File: config.mk
export PLATFORM = sky130hd
export DESIGN_NAME = min_heap_sort_descending_flat
export DESIGN_NICKNAME = d
export VERILOG_FILES = /design/src/sv/mhsd_pkg.sv /design/src/sv/mhsd_if.sv /design/src/sv/mhsd_store.sv /design/src/sv/min_heap_sort_descending.sv /design/src/flat_wrapper.sv
export SDC_FILE = /design/constraint.sdc
export NUM_CORES = 2
export LEC_CHECK = 0
export BUFFER_PORTS_ARGS = -buffer_cell sky130_fd_sc_hd__buf_4
export CORE_ASPECT_RATIO = 1.75
export CORE_MARGIN = 10
export CORE_UTILIZATION = 50
export CTS_CLUSTER_DIAMETER = 150
export CTS_CLUSTER_SIZE = 20
export DETAILED_ROUTE_END_ITERATION = 8
export PLACE_DENSITY = 0.66
export SYNTH_ARGS = -nofsm -noshare
export SYNTH_HDL_FRONTEND = slang
export SYNTH_HIERARCHICAL = 1
export SYNTH_SLANG_ARGS = --single-unit
File: constraint.sdc
create_clock -name clk -period 6.4 [get_ports clk]
set_clock_uncertainty 0.15 [all_clocks]
set_input_delay 0.64 -clock clk [delete_from_list [all_inputs] [get_ports clk]]
set_output_delay 0.64 -clock clk [all_outputs]
set_load 0.02 [all_outputs]
File: src/sv/mhsd_pkg.sv
// Package for the heap sorter: field widths, default sizes and the microcode ROM.
// Depends on nothing; the interfaces, the record store and the top level import it.
package mhsd_pkg;

  localparam int MAX_RECORDS_DEF = 64;
  localparam int KEY_BITS_DEF    = 32;
  localparam int IN_KEY_W        = 32;
  localparam int OUT_KEY_W       = 32;
  localparam int TAG_W           = 6;
  localparam int UPC_W           = 5;

  typedef logic [UPC_W-1:0] upc_t;

  // Datapath operation performed in a step.
  typedef enum logic [3:0] {
    OP_NONE,
    OP_TAKE,
    OP_BINIT,
    OP_BSTEP,
    OP_XINIT,
    OP_HOLD_CUR,
    OP_XSTEP,
    OP_BEST_INIT,
    OP_CMP_LC,
    OP_CMP_RC,
    OP_DESCEND,
    OP_EINIT,
    OP_EMIT,
    OP_CLEAR
  } dp_op_t;

  // Read address source.
  typedef enum logic [2:0] {
    RD_NODE,
    RD_LC,
    RD_RC,
    RD_ROOT,
    RD_LASTI,
    RD_EMIT
  } rd_sel_t;

  // Write port source.
  typedef enum logic [2:0] {
    WR_NONE,
    WR_IN,
    WR_NODE_BEST,
    WR_BEST_CUR,
    WR_ROOT_RD,
    WR_LASTI_CUR
  } wr_sel_t;

  // Jump condition; when it holds the sequencer goes to the target, else to the next step.
  typedef enum logic [3:0] {
    COND_NEVER,
    COND_ALWAYS,
    COND_NOT_LAST,
    COND_I_NZ,
    COND_I_LE1,
    COND_LC_OUT,
    COND_RC_OUT,
    COND_BEST_NODE,
    COND_BUILD,
    COND_OUT_BUSY,
    COND_I_LT_N
  } cond_t;

  typedef struct packed {
    dp_op_t  op;
    rd_sel_t rd;
    wr_sel_t wr;
    cond_t   cond;
    upc_t    target;
  } ucode_t;

  // Step addresses.
  localparam upc_t U_LOAD  = 5'd0;
  localparam upc_t U_BINIT = 5'd1;
  localparam upc_t U_BLOOP = 5'd2;
  localparam upc_t U_XINIT = 5'd3;
  localparam upc_t U_XLOOP = 5'd4;
  localparam upc_t U_X1    = 5'd5;
  localparam upc_t U_X2    = 5'd6;
  localparam upc_t U_X3    = 5'd7;
  localparam upc_t U_SF0   = 5'd8;
  localparam upc_t U_SF1   = 5'd9;
  localparam upc_t U_SFLC  = 5'd10;
  localparam upc_t U_SF3   = 5'd11;
  localparam upc_t U_SF4   = 5'd12;
  localparam upc_t U_SFDEC = 5'd13;
  localparam upc_t U_SF5   = 5'd14;
  localparam upc_t U_SF6   = 5'd15;
  localparam upc_t U_SFEND = 5'd16;
  localparam upc_t U_SFRET = 5'd17;
  localparam upc_t U_EINIT = 5'd18;
  localparam upc_t U_E0    = 5'd19;
  localparam upc_t U_E1    = 5'd20;
  localparam upc_t U_E2    = 5'd21;
  localparam upc_t U_EDONE = 5'd22;

  // The control program. Sift-down is shared by heap build and extraction and
  // returns by the phase flag.
  function automatic ucode_t ucode_rom(input upc_t upc);
    ucode_t w;
    w = '{op: OP_NONE, rd: RD_NODE, wr: WR_NONE, cond: COND_NEVER, target: U_LOAD};
    unique case (upc)
      U_LOAD:  w = '{OP_TAKE,      RD_NODE,  WR_IN,        COND_NOT_LAST,  U_LOAD};
      U_BINIT: w = '{OP_BINIT,     RD_NODE,  WR_NONE,      COND_NEVER,     U_LOAD};
      U_BLOOP: w = '{OP_BSTEP,     RD_NODE,  WR_NONE,      COND_I_NZ,      U_SF0};
      U_XINIT: w = '{OP_XINIT,     RD_NODE,  WR_NONE,      COND_ALWAYS,    U_XLOOP};
      U_XLOOP: w = '{OP_NONE,      RD_ROOT,  WR_NONE,      COND_I_LE1,     U_EINIT};
      U_X1:    w = '{OP_HOLD_CUR,  RD_LASTI, WR_NONE,      COND_NEVER,     U_LOAD};
      U_X2:    w = '{OP_NONE,      RD_NODE,  WR_ROOT_RD,   COND_NEVER,     U_LOAD};
      U_X3:    w = '{OP_XSTEP,     RD_NODE,  WR_LASTI_CUR, COND_NEVER,     U_LOAD};
      U_SF0:   w = '{OP_NONE,      RD_NODE,  WR_NONE,      COND_NEVER,     U_LOAD};
      U_SF1:   w = '{OP_HOLD_CUR,  RD_NODE,  WR_NONE,      COND_NEVER,     U_LOAD};
      U_SFLC:  w = '{OP_BEST_INIT, RD_LC,    WR_NONE,      COND_LC_OUT,    U_SFEND};
      U_SF3:   w = '{OP_CMP_LC,    RD_RC,    WR_NONE,      COND_RC_OUT,    U_SFDEC};
      U_SF4:   w = '{OP_CMP_RC,    RD_NODE,  WR_NONE,      COND_NEVER,     U_LOAD};
      U_SFDEC: w = '{OP_NONE,      RD_NODE,  WR_NONE,      COND_BEST_NODE, U_SFEND};
      U_SF5:   w = '{OP_NONE,      RD_NODE,  WR_NODE_BEST, COND_NEVER,     U_LOAD};
      U_SF6:   w = '{OP_DESCEND,   RD_NODE,  WR_BEST_CUR,  COND_ALWAYS,    U_SFLC};
      U_SFEND: w = '{OP_NONE,      RD_NODE,  WR_NONE,      COND_BUILD,     U_BLOOP};
      U_SFRET: w = '{OP_NONE,      RD_NODE,  WR_NONE,      COND_ALWAYS,    U_XLOOP};
      U_EINIT: w = '{OP_EINIT,     RD_NODE,  WR_NONE,      COND_NEVER,     U_LOAD};
      U_E0:    w = '{OP_NONE,      RD_EMIT,  WR_NONE,      COND_NEVER,     U_LOAD};
      U_E1:    w = '{OP_EMIT,      RD_EMIT,  WR_NONE,      COND_OUT_BUSY,  U_E1};
      U_E2:    w = '{OP_NONE,      RD_NODE,  WR_NONE,      COND_I_LT_N,    U_E0};
      U_EDONE: w = '{OP_CLEAR,     RD_NODE,  WR_NONE,      COND_ALWAYS,    U_LOAD};
      default: w = '{OP_NONE,      RD_NODE,  WR_NONE,      COND_ALWAYS,    U_LOAD};
    endcase
    return w;
  endfunction

endpackage

File: src/sv/mhsd_if.sv
// Handshake interfaces for the heap sorter's input and result channels.
// Depends on mhsd_pkg for the field widths.
interface mhsd_in_if import mhsd_pkg::*; ();
  logic                valid;
  logic                ready;
  logic [IN_KEY_W-1:0] sort_key;
  logic [TAG_W-1:0]    record_tag;
  logic                last_item;

  modport source(output valid, sort_key, record_tag, last_item, input ready);
  modport sink(input valid, sort_key, record_tag, last_item, output ready);
endinterface

interface mhsd_out_if import mhsd_pkg::*; ();
  logic                 valid;
  logic                 ready;
  logic [OUT_KEY_W-1:0] out_key;
  logic [TAG_W-1:0]     out_tag;
  logic                 out_last;

  modport source(output valid, out_key, out_tag, out_last, input ready);
  modport sink(input valid, out_key, out_tag, out_last, output ready);
endinterface

File: src/sv/mhsd_store.sv
// Record store: one write port and one read port with registered read data.
// Depends on mhsd_pkg for default sizes.
module mhsd_store import mhsd_pkg::*; #(
  parameter int DEPTH = MAX_RECORDS_DEF,
  parameter int WIDTH = KEY_BITS_DEF + TAG_W,
  localparam int AW   = $clog2(DEPTH)
) (
  input  logic             clk,
  input  logic             wr_en,
  input  logic [AW-1:0]    wr_addr,
  input  logic [WIDTH-1:0] wr_data,
  input  logic [AW-1:0]    rd_addr,
  output logic [WIDTH-1:0] rd_data
);

  logic [WIDTH-1:0] mem [DEPTH];

  always_ff @(posedge clk) begin
    if (wr_en) begin
      mem[wr_addr] <= wr_data;
    end
  end

  always_ff @(posedge clk) begin
    rd_data <= mem[rd_addr];
  end

endmodule

File: src/sv/min_heap_sort_descending.sv
// Heap sorter top level: microcode sequencer, datapath and output register.
// Depends on mhsd_pkg, the interfaces in mhsd_if.sv and mhsd_store.
//
//   Channel   Modport        Word carries                      Transfer
//   in_ch     mhsd_in_if     sort_key, record_tag, last_item   valid && ready
//   out_ch    mhsd_out_if    out_key, out_tag, out_last        valid && ready
//
// Loading takes one cycle per word; the last word starts the sort.
// A sift-down level that swaps costs up to six steps (two child reads, the decision and
// two writes), the level where it stops up to four, and each sift call up to four steps
// to enter and leave; each extraction adds four steps and each sorted word a read, an
// emit and a loop-test step, all bound by the single read port of the record store.
// Reset is synchronous and active low; no clearing pass is needed since only written
// entries are ever read. Input is not ready during sort and emission; a stalled output
// holds the sequencer in its emit step.
module min_heap_sort_descending import mhsd_pkg::*; #(
  parameter int MAX_RECORDS = MAX_RECORDS_DEF,
  parameter int KEY_BITS    = KEY_BITS_DEF
) (
  input  logic         clk,
  input  logic         rst_n,
  mhsd_in_if.sink      in_ch,
  mhsd_out_if.source   out_ch
);

  localparam int AW    = $clog2(MAX_RECORDS);
  localparam int CW    = $clog2(MAX_RECORDS + 1);
  localparam int CHW   = AW + 2;
  localparam int REC_W = KEY_BITS + TAG_W;

  // Sequencer state.
  upc_t   upc_r, upc_nxt;
  ucode_t uw;
  logic   jump;

  // Datapath registers.
  logic [CW-1:0]       cnt_r, cnt_nxt;
  logic [CW-1:0]       i_r, i_nxt;
  logic [CW-1:0]       live_r, live_nxt;
  logic [AW-1:0]       node_r, node_nxt;
  logic [AW-1:0]       best_a_r, best_a_nxt;
  logic                build_r, build_nxt;
  logic [KEY_BITS-1:0] cur_k_r, cur_k_nxt;
  logic [TAG_W-1:0]    cur_t_r, cur_t_nxt;
  logic [KEY_BITS-1:0] best_k_r, best_k_nxt;
  logic [TAG_W-1:0]    best_t_r, best_t_nxt;

  // Output register.
  logic                 ov_r, ov_nxt;
  logic [OUT_KEY_W-1:0] ok_r, ok_nxt;
  logic [TAG_W-1:0]     ot_r, ot_nxt;
  logic                 ol_r, ol_nxt;

  // Store connections.
  logic              wr_en;
  logic [AW-1:0]     wr_addr;
  logic [REC_W-1:0]  wr_data;
  logic [AW-1:0]     rd_addr;
  logic [REC_W-1:0]  rd_data;
  logic [KEY_BITS-1:0] rd_key;
  logic [TAG_W-1:0]    rd_tag;

  logic [CW-1:0]  i_dec;
  logic [AW-1:0]  i_dec_a;
  logic [CHW-1:0] lc;
  logic [CHW-1:0] rc;
  logic [CHW-1:0] live_ext;
  logic           in_take;
  logic           has_room;
  logic           out_busy;

  assign uw       = ucode_rom(upc_r);
  assign rd_key   = rd_data[REC_W-1:TAG_W];
  assign rd_tag   = rd_data[TAG_W-1:0];
  assign i_dec    = i_r - CW'(1);
  assign i_dec_a  = i_dec[AW-1:0];
  assign lc       = {1'b0, node_r, 1'b1};
  assign rc       = lc + CHW'(1);
  assign live_ext = CHW'(live_r);
  assign has_room = cnt_r < CW'(MAX_RECORDS);
  assign out_busy = ov_r && !out_ch.ready;

  // The input is open only in the load step.
  assign in_ch.ready = (uw.op == OP_TAKE);
  assign in_take     = in_ch.valid && in_ch.ready;

  assign out_ch.valid    = ov_r;
  assign out_ch.out_key  = ok_r;
  assign out_ch.out_tag  = ot_r;
  assign out_ch.out_last = ol_r;

  // Jump condition of the current step.
  always_comb begin
    unique case (uw.cond)
      COND_NEVER:     jump = 1'b0;
      COND_ALWAYS:    jump = 1'b1;
      COND_NOT_LAST:  jump = !(in_ch.valid && in_ch.last_item);
      COND_I_NZ:      jump = (i_r != '0);
      COND_I_LE1:     jump = (i_r <= CW'(1));
      COND_LC_OUT:    jump = (lc >= live_ext);
      COND_RC_OUT:    jump = (rc >= live_ext);
      COND_BEST_NODE: jump = (best_a_r == node_r);
      COND_BUILD:     jump = build_r;
      COND_OUT_BUSY:  jump = out_busy;
      COND_I_LT_N:    jump = (i_r < cnt_r);
      default:        jump = 1'b1;
    endcase
    upc_nxt = jump ? uw.target : upc_r + UPC_W'(1);
  end

  // Read address.
  always_comb begin
    unique case (uw.rd)
      RD_NODE:  rd_addr = node_r;
      RD_LC:    rd_addr = lc[AW-1:0];
      RD_RC:    rd_addr = rc[AW-1:0];
      RD_ROOT:  rd_addr = '0;
      RD_LASTI: rd_addr = i_dec_a;
      RD_EMIT:  rd_addr = i_r[AW-1:0];
      default:  rd_addr = node_r;
    endcase
  end

  // Write port.
  always_comb begin
    wr_en   = 1'b0;
    wr_addr = node_r;
    wr_data = {cur_k_r, cur_t_r};
    unique case (uw.wr)
      WR_NONE: begin
        wr_en = 1'b0;
      end
      WR_IN: begin
        // A record beyond the store's depth is dropped.
        wr_en   = in_take && has_room;
        wr_addr = cnt_r[AW-1:0];
        wr_data = {KEY_BITS'(in_ch.sort_key), in_ch.record_tag};
      end
      WR_NODE_BEST: begin
        wr_en   = 1'b1;
        wr_addr = node_r;
        wr_data = {best_k_r, best_t_r};
      end
      WR_BEST_CUR: begin
        wr_en   = 1'b1;
        wr_addr = best_a_r;
        wr_data = {cur_k_r, cur_t_r};
      end
      WR_ROOT_RD: begin
        wr_en   = 1'b1;
        wr_addr = '0;
        wr_data = rd_data;
      end
      WR_LASTI_CUR: begin
        wr_en   = 1'b1;
        wr_addr = i_dec_a;
        wr_data = {cur_k_r, cur_t_r};
      end
      default: begin
        wr_en = 1'b0;
      end
    endcase
  end

  // Datapath operation of the current step.
  always_comb begin
    cnt_nxt    = cnt_r;
    i_nxt      = i_r;
    live_nxt   = live_r;
    node_nxt   = node_r;
    best_a_nxt = best_a_r;
    build_nxt  = build_r;
    cur_k_nxt  = cur_k_r;
    cur_t_nxt  = cur_t_r;
    best_k_nxt = best_k_r;
    best_t_nxt = best_t_r;
    ok_nxt     = ok_r;
    ot_nxt     = ot_r;
    ol_nxt     = ol_r;
    ov_nxt     = ov_r && !out_ch.ready;
    unique case (uw.op)
      OP_NONE: begin
        cnt_nxt = cnt_r;
      end
      OP_TAKE: begin
        if (in_take && has_room) begin
          cnt_nxt = cnt_r + CW'(1);
        end
      end
      OP_BINIT: begin
        live_nxt  = cnt_r;
        i_nxt     = cnt_r >> 1;
        build_nxt = 1'b1;
      end
      OP_BSTEP: begin
        // Next subtree root of the heap build, from the middle toward the root.
        i_nxt    = i_dec;
        node_nxt = i_dec_a;
      end
      OP_XINIT: begin
        i_nxt     = cnt_r;
        build_nxt = 1'b0;
      end
      OP_HOLD_CUR: begin
        cur_k_nxt = rd_key;
        cur_t_nxt = rd_tag;
      end
      OP_XSTEP: begin
        i_nxt    = i_dec;
        live_nxt = i_dec;
        node_nxt = '0;
      end
      OP_BEST_INIT: begin
        best_k_nxt = cur_k_r;
        best_t_nxt = cur_t_r;
        best_a_nxt = node_r;
      end
      OP_CMP_LC: begin
        // Strict less-than keeps the parent on ties.
        if (rd_key < best_k_r) begin
          best_k_nxt = rd_key;
          best_t_nxt = rd_tag;
          best_a_nxt = lc[AW-1:0];
        end
      end
      OP_CMP_RC: begin
        if (rd_key < best_k_r) begin
          best_k_nxt = rd_key;
          best_t_nxt = rd_tag;
          best_a_nxt = rc[AW-1:0];
        end
      end
      OP_DESCEND: begin
        node_nxt = best_a_r;
      end
      OP_EINIT: begin
        i_nxt = '0;
      end
      OP_EMIT: begin
        if (!out_busy) begin
          ov_nxt = 1'b1;
          ok_nxt = OUT_KEY_W'(rd_key);
          ot_nxt = rd_tag;
          ol_nxt = ((i_r + CW'(1)) == cnt_r);
          i_nxt  = i_r + CW'(1);
        end
      end
      OP_CLEAR: begin
        cnt_nxt = '0;
      end
      default: begin
        cnt_nxt = cnt_r;
      end
    endcase
  end

  always_ff @(posedge clk) begin
    if (!rst_n) begin
      upc_r   <= U_LOAD;
      cnt_r   <= '0;
      build_r <= 1'b0;
      ov_r    <= 1'b0;
    end else begin
      upc_r   <= upc_nxt;
      cnt_r   <= cnt_nxt;
      build_r <= build_nxt;
      ov_r    <= ov_nxt;
    end
  end

  always_ff @(posedge clk) begin
    i_r      <= i_nxt;
    live_r   <= live_nxt;
    node_r   <= node_nxt;
    best_a_r <= best_a_nxt;
    cur_k_r  <= cur_k_nxt;
    cur_t_r  <= cur_t_nxt;
    best_k_r <= best_k_nxt;
    best_t_r <= best_t_nxt;
    ok_r     <= ok_nxt;
    ot_r     <= ot_nxt;
    ol_r     <= ol_nxt;
  end

  mhsd_store #(
    .DEPTH (MAX_RECORDS),
    .WIDTH (REC_W)
  ) u_store (
    .clk     (clk),
    .wr_en   (wr_en),
    .wr_addr (wr_addr),
    .wr_data (wr_data),
    .rd_addr (rd_addr),
    .rd_data (rd_data)
  );

endmodule

File: src/flat_wrapper.sv
// flat-port wrapper written by rule: the top's interface ports become plain ports
module min_heap_sort_descending_flat import mhsd_pkg::*;
#(
  parameter int MAX_RECORDS = MAX_RECORDS_DEF,
  parameter int KEY_BITS    = KEY_BITS_DEF
)
  (clk, rst_n, in_ch_valid, in_ch_sort_key, in_ch_record_tag, in_ch_last_item, in_ch_ready, out_ch_valid, out_ch_out_key, out_ch_out_tag, out_ch_out_last, out_ch_ready);
  mhsd_in_if in_ch_i ();
  mhsd_out_if out_ch_i ();
  input  logic clk;
  input  logic rst_n;
  input wire logic [$bits(in_ch_i.valid)-1:0] in_ch_valid;
  input wire logic [$bits(in_ch_i.sort_key)-1:0] in_ch_sort_key;
  input wire logic [$bits(in_ch_i.record_tag)-1:0] in_ch_record_tag;
  input wire logic [$bits(in_ch_i.last_item)-1:0] in_ch_last_item;
  output wire logic [$bits(in_ch_i.ready)-1:0] in_ch_ready;
  output wire logic [$bits(out_ch_i.valid)-1:0] out_ch_valid;
  output wire logic [$bits(out_ch_i.out_key)-1:0] out_ch_out_key;
  output wire logic [$bits(out_ch_i.out_tag)-1:0] out_ch_out_tag;
  output wire logic [$bits(out_ch_i.out_last)-1:0] out_ch_out_last;
  input wire logic [$bits(out_ch_i.ready)-1:0] out_ch_ready;
  assign in_ch_i.valid = in_ch_valid;
  assign in_ch_i.sort_key = in_ch_sort_key;
  assign in_ch_i.record_tag = in_ch_record_tag;
  assign in_ch_i.last_item = in_ch_last_item;
  assign in_ch_ready = in_ch_i.ready;
  assign out_ch_valid = out_ch_i.valid;
  assign out_ch_out_key = out_ch_i.out_key;
  assign out_ch_out_tag = out_ch_i.out_tag;
  assign out_ch_out_last = out_ch_i.out_last;
  assign out_ch_i.ready = out_ch_ready;
  min_heap_sort_descending #(.MAX_RECORDS(MAX_RECORDS), .KEY_BITS(KEY_BITS)) u_core (.clk(clk), .rst_n(rst_n), .in_ch(in_ch_i), .out_ch(out_ch_i));
endmodule
# --- Yosys cells after proc, flatten, opt, wreduce, memory -nomap -nowiden ---
# Memories as Yosys holds them, arrays and structs flattened. A register that Yosys moved wholly into a read port is not among the register bits.
# Cells that the tools add are included.
word_totals:
  mem_bits_ro: 608
  out_inout_bits: 41
  n_memories: 2
  mem_bits_rw: 2432
  inputBits: 43
  ff_bits: 155
  elab_cells: 115
op_classes:
  n_bitwise: 1
  n_reduce_logical: 23
  addsub: 5
  mux: 24
  eq_ne: 39
  n_lt_le_gt_ge: 6
mem_list:
  columns: ["memory", "words", "word_bits", "read_ports", "rd_clocked_by_memory_dff", "write_ports", "line_no", "rtl"]
  rows:
  - ["u_core.u_store.mem", 64, 38, 1, 1, 1, "mhsd_store.sv:16", "logic [WIDTH-1:0] mem [DEPTH];"]
  - ["(no name shown)", 32, 19, 1, 1, 0, "mhsd_pkg.sv:105", "unique case (upc)"]
op_table:
  columns: ["op", "n"]
  rows:
  - ["$pmux W38 S3", 1]
  - ["$pmux W32 S2", 1]
  - ["$eq A4 B4 Y1 const B", 9]
  - ["$pmux W6 S3", 2]
  - ["$pmux W7 S5", 1]
  - ["$eq A4 B3 Y1 const B", 8]
  - ["$lt A32 B32 Y1", 1]
  - ["$mux W32", 1]
  - ["$pmux W6 S5", 1]
  - ["$pmux W7 S2", 2]
  - ["$pmux W6 S4", 1]
  - ["$mux W6", 3]
  - ["$eq A4 B2 Y1 const B", 4]
  - ["$add A7 B1 Y7 const B", 2]
  - ["$mux W7", 2]
  - ["$eq A3 B2 Y1 const B", 4]
  - ["$eq A3 B3 Y1 const B", 4]
  - ["$pmux W6 S2", 1]
  - ["$mux W5", 2]
  - ["$pmux W1 S10", 1]
  - ["$add A7 B1 Y8 const B", 1]
  - ["$ge A8 B7 Y1", 1]
  - ["$reduce_and A2 Y1", 4]
  - ["$reduce_bool A2 Y1", 4]
  - ["other kinds (24)", 37]

# --- Logic depth before layout (Yosys ltp) ---
logic_depth:
  ltp_word: 6
  mapped_depth: 19
  mapped_depth_nobuf: 17

# --- By module ---
# The synthesis kept the hierarchy.
modules_own_cells:
  columns: ["mod", "seq_area_each_um2", "cells_each", "instances", "area_per_inst_um2"]
  rows:
  - ["mhsd_store", 73790.8, 3989, 1, 92939.1]
  - ["min_heap_sort_descending", 4894.7, 1072, 1, 10319.9]

# --- Worst setup path after synthesis ---
# OpenSTA, ideal clock, no wires.
synth_path:
  path_type: "reg2reg"
  startpoint: "register u_core.best_k_r[9]"
  endpoint: "register u_core.best_k_r[0], enable pin"
  setup_ns: 0.539
  path_buffers: 0
  t_required_ns: 5.711
  synth_period_minus_slack_ns: 6.095
  stages_incl_launch_ff: 10
  t_arrival_ns: 5.406
  setup_slack_ns: 0.305
  cell_sequence: "edfxtp_1 -> inv_1 -> ha_1 -> a21o_1 -> a21o_1 -> a21oi_1 -> nor2_1 -> a211oi_1 -> a21oi_1 -> o41ai_1"
synth_via:
  elab_chain_cells: 3
synth_rtl:
  columns: ["element", "line_no", "rtl"]
  rows:
  - ["from (decl)", "min_heap_sort_descending.sv:45", "logic [KEY_BITS-1:0] best_k_r, best_k_nxt;"]
  - ["from (signal assigned)", "min_heap_sort_descending.sv:278", "best_k_r <= best_k_nxt;"]
  - ["$lt A32 B32 Y1", "min_heap_sort_descending.sv:220, min_heap_sort_descending.sv:227", null]
  - ["$ne A2 B1 Y1 (no source line)", null, null]
  - ["$reduce_and A2 Y1 (no source line)", null, null]
# Every way passes these cells.
# A chain may end at the register's enable or synchronous reset.

# --- Worst setup path after layout ---
layout_path:
  startpoint: "register, netlist name u_core/uw[15]"
  endpoint: "memory u_core/u_store/mem[24][26] (netlist name), enable pin"
layout_via:
  elab_chain_cells: 6
layout_rtl:
  columns: ["element", "line_no", "rtl"]
  rows:
  - ["$eq A4 B1 Y1", "min_heap_sort_descending.sv:84", "assign in_ch.ready = (uw.op == OP_TAKE);"]
  - ["$logic_and A1 B1 Y1", "min_heap_sort_descending.sv:85", "assign in_take = in_ch.valid && in_ch.ready;"]
  - ["$logic_and A1 B1 Y1", "min_heap_sort_descending.sv:135", "wr_en = in_take && has_room;"]
  - ["$pmux W1 S2", "min_heap_sort_descending.sv:129", "unique case (uw.wr)"]
  - ["net u_core.wr_en", "min_heap_sort_descending.sv:55", "logic wr_en;"]
  - ["$mux W1", "mhsd_store.sv:19", "if (wr_en) begin"]
  - ["$mux W1 (not written as such)", "mhsd_store.sv:20", "mem[wr_addr] <= wr_data;"]
  - ["to (decl)", "mhsd_store.sv:16", null]
# The timed path passes the listed nets, and every way through them passes these cells.

==> results.yml <==
run_status:
  status: "finished clean"
detailed_routing:
  drt_iter0_markers: 5854
  first_pass_iters: 8
  drc_errors: 0
  routedWlPerCell_um: 32.7
  dr_total_vias: 50800
  postRouteWirelength_um: 260000
  viasPerCell: 6.41
  drtAntennaViolNets: 0
hold_path:
  hp-class: "in2reg"
  hold_depth: 4
  min_from: "out_ch_ready"
synthesis:
  yosys_warnings: 6
  syn_nets: 5167
  synth-edff-count: 2573
  yosysSeqAreaShare_pct: 76.2
  ys_ff_latch: 2644
  syn-cell-area_sq_um: 103000
  synth_top_cell_area_share_pct: 74.8
  synthFlopType: "edfxtp_1"
  syn-instance-count: 5061
  synth.avg_cell_area_sq_um: 20.4
  synth_area_leaders: "edfxtp_1 (75%), mux4_2 (13%), dfxtp_1 (1.4%), a22oi_1 (1.3%), nand2_1 (0.87%)"
  netlist-cell-type-count: 78
  synth_common_cells: "edfxtp_1 (2573), mux4_2 (608), nand2_1 (238), nor2_1 (231), a22oi_1 (178)"
  yosysMostFrequentCell: "edfxtp_1"
  async_flop_share_pct: 0
  yosys.area.top_type: "edfxtp_1"
sta:
  relSlewSlack_pct: 22.3
  timing.hold.ws_ns: 0.0825
  setup_violations: 0
  fmaxAchievable_mhz: 198
  slew_violations: 0
  finalSetupTns_ns: 0
  tightestPinTransition_ns: 1.17
  hold_viol_final: 0
  rsz0062_at_grt: "no"
  min_period_over_period_pct: 78.9
  min_period_ns: 5.05
cells_and_area:
  postLayoutCoreUtil_pct: 54.8
  layout-area-overhead-vs-synth_pct: 9.06
  drive_gt1_share_pct: 22.9
  finalNonFillerCells: 7936
  finalNetCount: 5307
power_and_ir_drop:
  peakVddDrop_mv: 0.456
  p_switching_mw: 21.7
  internal_power_mw: 35.7
  swShare_pct: 37.8
  power_density_nw_per_um2: 510
  p_total_mw: 57.5
  p_clk_share_pct: 17.4
  combPwrFrac_pct: 42.2
  leakage_nw: 35.3
  p_seq_share_pct: 40.3
global_route:
  grt_usage_pct: 22.8
  grt_max_degree: 98
  use_met3_pct: 2.52
  use_met1_pct: 27.5
  met2_usage_pct: 41.5
  grt_pass1_wl_um: 375000
  grt_pass1_vias: 51600
  antenna_found_initial: 10
  top_usage_layer: "met2"
  grt-ovfl-total: 0
floorplanning:
  core-area_sq_um: 205000
  start_util_pct: 50.3
  dieHeight_um: 621
  die_x_um: 364
  rows: 220
  ioPinCount: 84
  dieArea_sq_um: 226000
placed_design:
  dpl.hpwl_um: 167000
  portBuffers: 83
  dp_cells: 7705
  place.gp.congestion: 0.896
cts:
  cts_tree: "built"
  cts-buffers-inserted: 158
  htreeDepth: 4
  clk_pin_slew_worst_paths_ns: 0.09
  clk_path_buf_depth: 4
  clkLatencyLatePin_ns: 0.86
  cts_sinks: 2644
  post_cts_resize_count: 0
  postCtsSetupRepairBufs: 0
  hold_buffers: 0
  cts_root_buf: "clkbuf_16"
setup_path:
  rr_worst_depth: 10
  crit_required_ns: 6.72
  crit_fanout: 26
  regToRegStartpoint: "u_core/uw[15]"
  arrival_ns: 5.36
  crit_start: "u_core/uw[15]"
  endpoint_kind: "flop"
  critPathKind: "reg2reg"
  crit_path_start_kind: "flop"
flow_run:
  drv_cap: 0
[power by group through the flow]
stage	Sequential, mW	Clock (mW)	Combinational (mW)
after global routing	23.2	10.8	25.5
after CTS	23.2	10.2	24.4
after global placement	23.5	0	24.1
after floorplan	23.1	0	15.2
after detailed placement	23.6	0	24.3
final	23.2	10.0	24.3
[routing by layer]
metal	vias up	wire length, um
met3	421	16200
li1	21100	-
met5	-	23
met2	2109	142000
met1	27200	90400
met4	4	10800
[cell type report]
class | count | area, sq um
antenna | 3 | 7.51
clock buffer | 225 | 4290
clock inverter | 3 | 41.3
fill | 15300 | 92700
inverter | 69 | 262
multi-input combinational | 2059 | 23700
sequential | 2644 | 78700
tap | 2664 | 3330
timing repair buffer | 269 | 2340
[worst paths after layout]
kind                           endpoint  slack, ns
max reg2reg  u_core/u_store/mem[24][26]       1.35
max          u_core/u_store/mem[24][26]       1.35
min reg2reg              u_core/build_r       0.33
min                 u_core/out_ch.valid       0.08
[registers in the layout (all words and copies together), names as in the netlist, 7 cells and up]
name	cells
u_core/uw	19
u_core/best_k_r	32
u_core/i_r	7
u_core/u_store/mem	2432
u_core/live_r	7
u_core/cnt_r	7
u_core/out_ch.out_key	32
u_core/cur_k_r	32
u_core/u_store/rd_data	38
[stage by stage]
step | cell area, sq um | setup slack (ns)
after global placement | 108000 | 1.57
after global routing | 113000 | 1.03
after CTS | 113000 | 1.41
final | 113000 | 1.35
after floorplan | 103000 | 0.305
after detailed placement | 108000 | 1.49
[placed cells by master, fill, tap and decap left out, types with 22 or more instances in the layout]
master     instances
mux2_2            25
ha_1              63
dfxtp_1           70
o21ai_0           48
mux4_2           608
o221ai_1          33
a21oi_1          126
inv_1             66
nor2_1           162
a221o_2           26
nand2_1          238
edfxtp_1        2573
xnor2_1           22
nand2b_1          22
buf_12            26
o22ai_1          112
a22oi_1          178
mux2i_1           67
buf_4            243
clkbuf_1          63
clkbuf_16        162
nor2_4            66
nand3_1           32
[logic make-up (layout without fill, tap and decap cells)]
group / count (synthesis) / in the layout / synth area share, %
AO/OA/AOI/OAI: 625 / 625 / 4.18
XOR/XNOR: 39 / 39 / 0.331
adder cells (fa/ha/maj): 63 / 63 / 0.763
buffers and inverters: 358 / 566 / 1.64
flip-flops: 2644 / 2644 / 76.2
multiplexers: 701 / 701 / 14.2
other: 0 / 3 / 0
AND/OR/NAND/NOR: 631 / 631 / 2.68
[critical path, cell delays in order, from the launching register on]
cell and delay (ns):
dfxtp_1 0.81, nand2b_1 0.27, nor3_1 0.26, nand2_1 0.16, nor2_1 0.42, a211oi_1 0.15
a21oi_1 0.49, nor2b_1 0.33, nand2_1 0.53, nor2_4 0.60, buf_4 0.46
(Power assumes the default switching activity.)
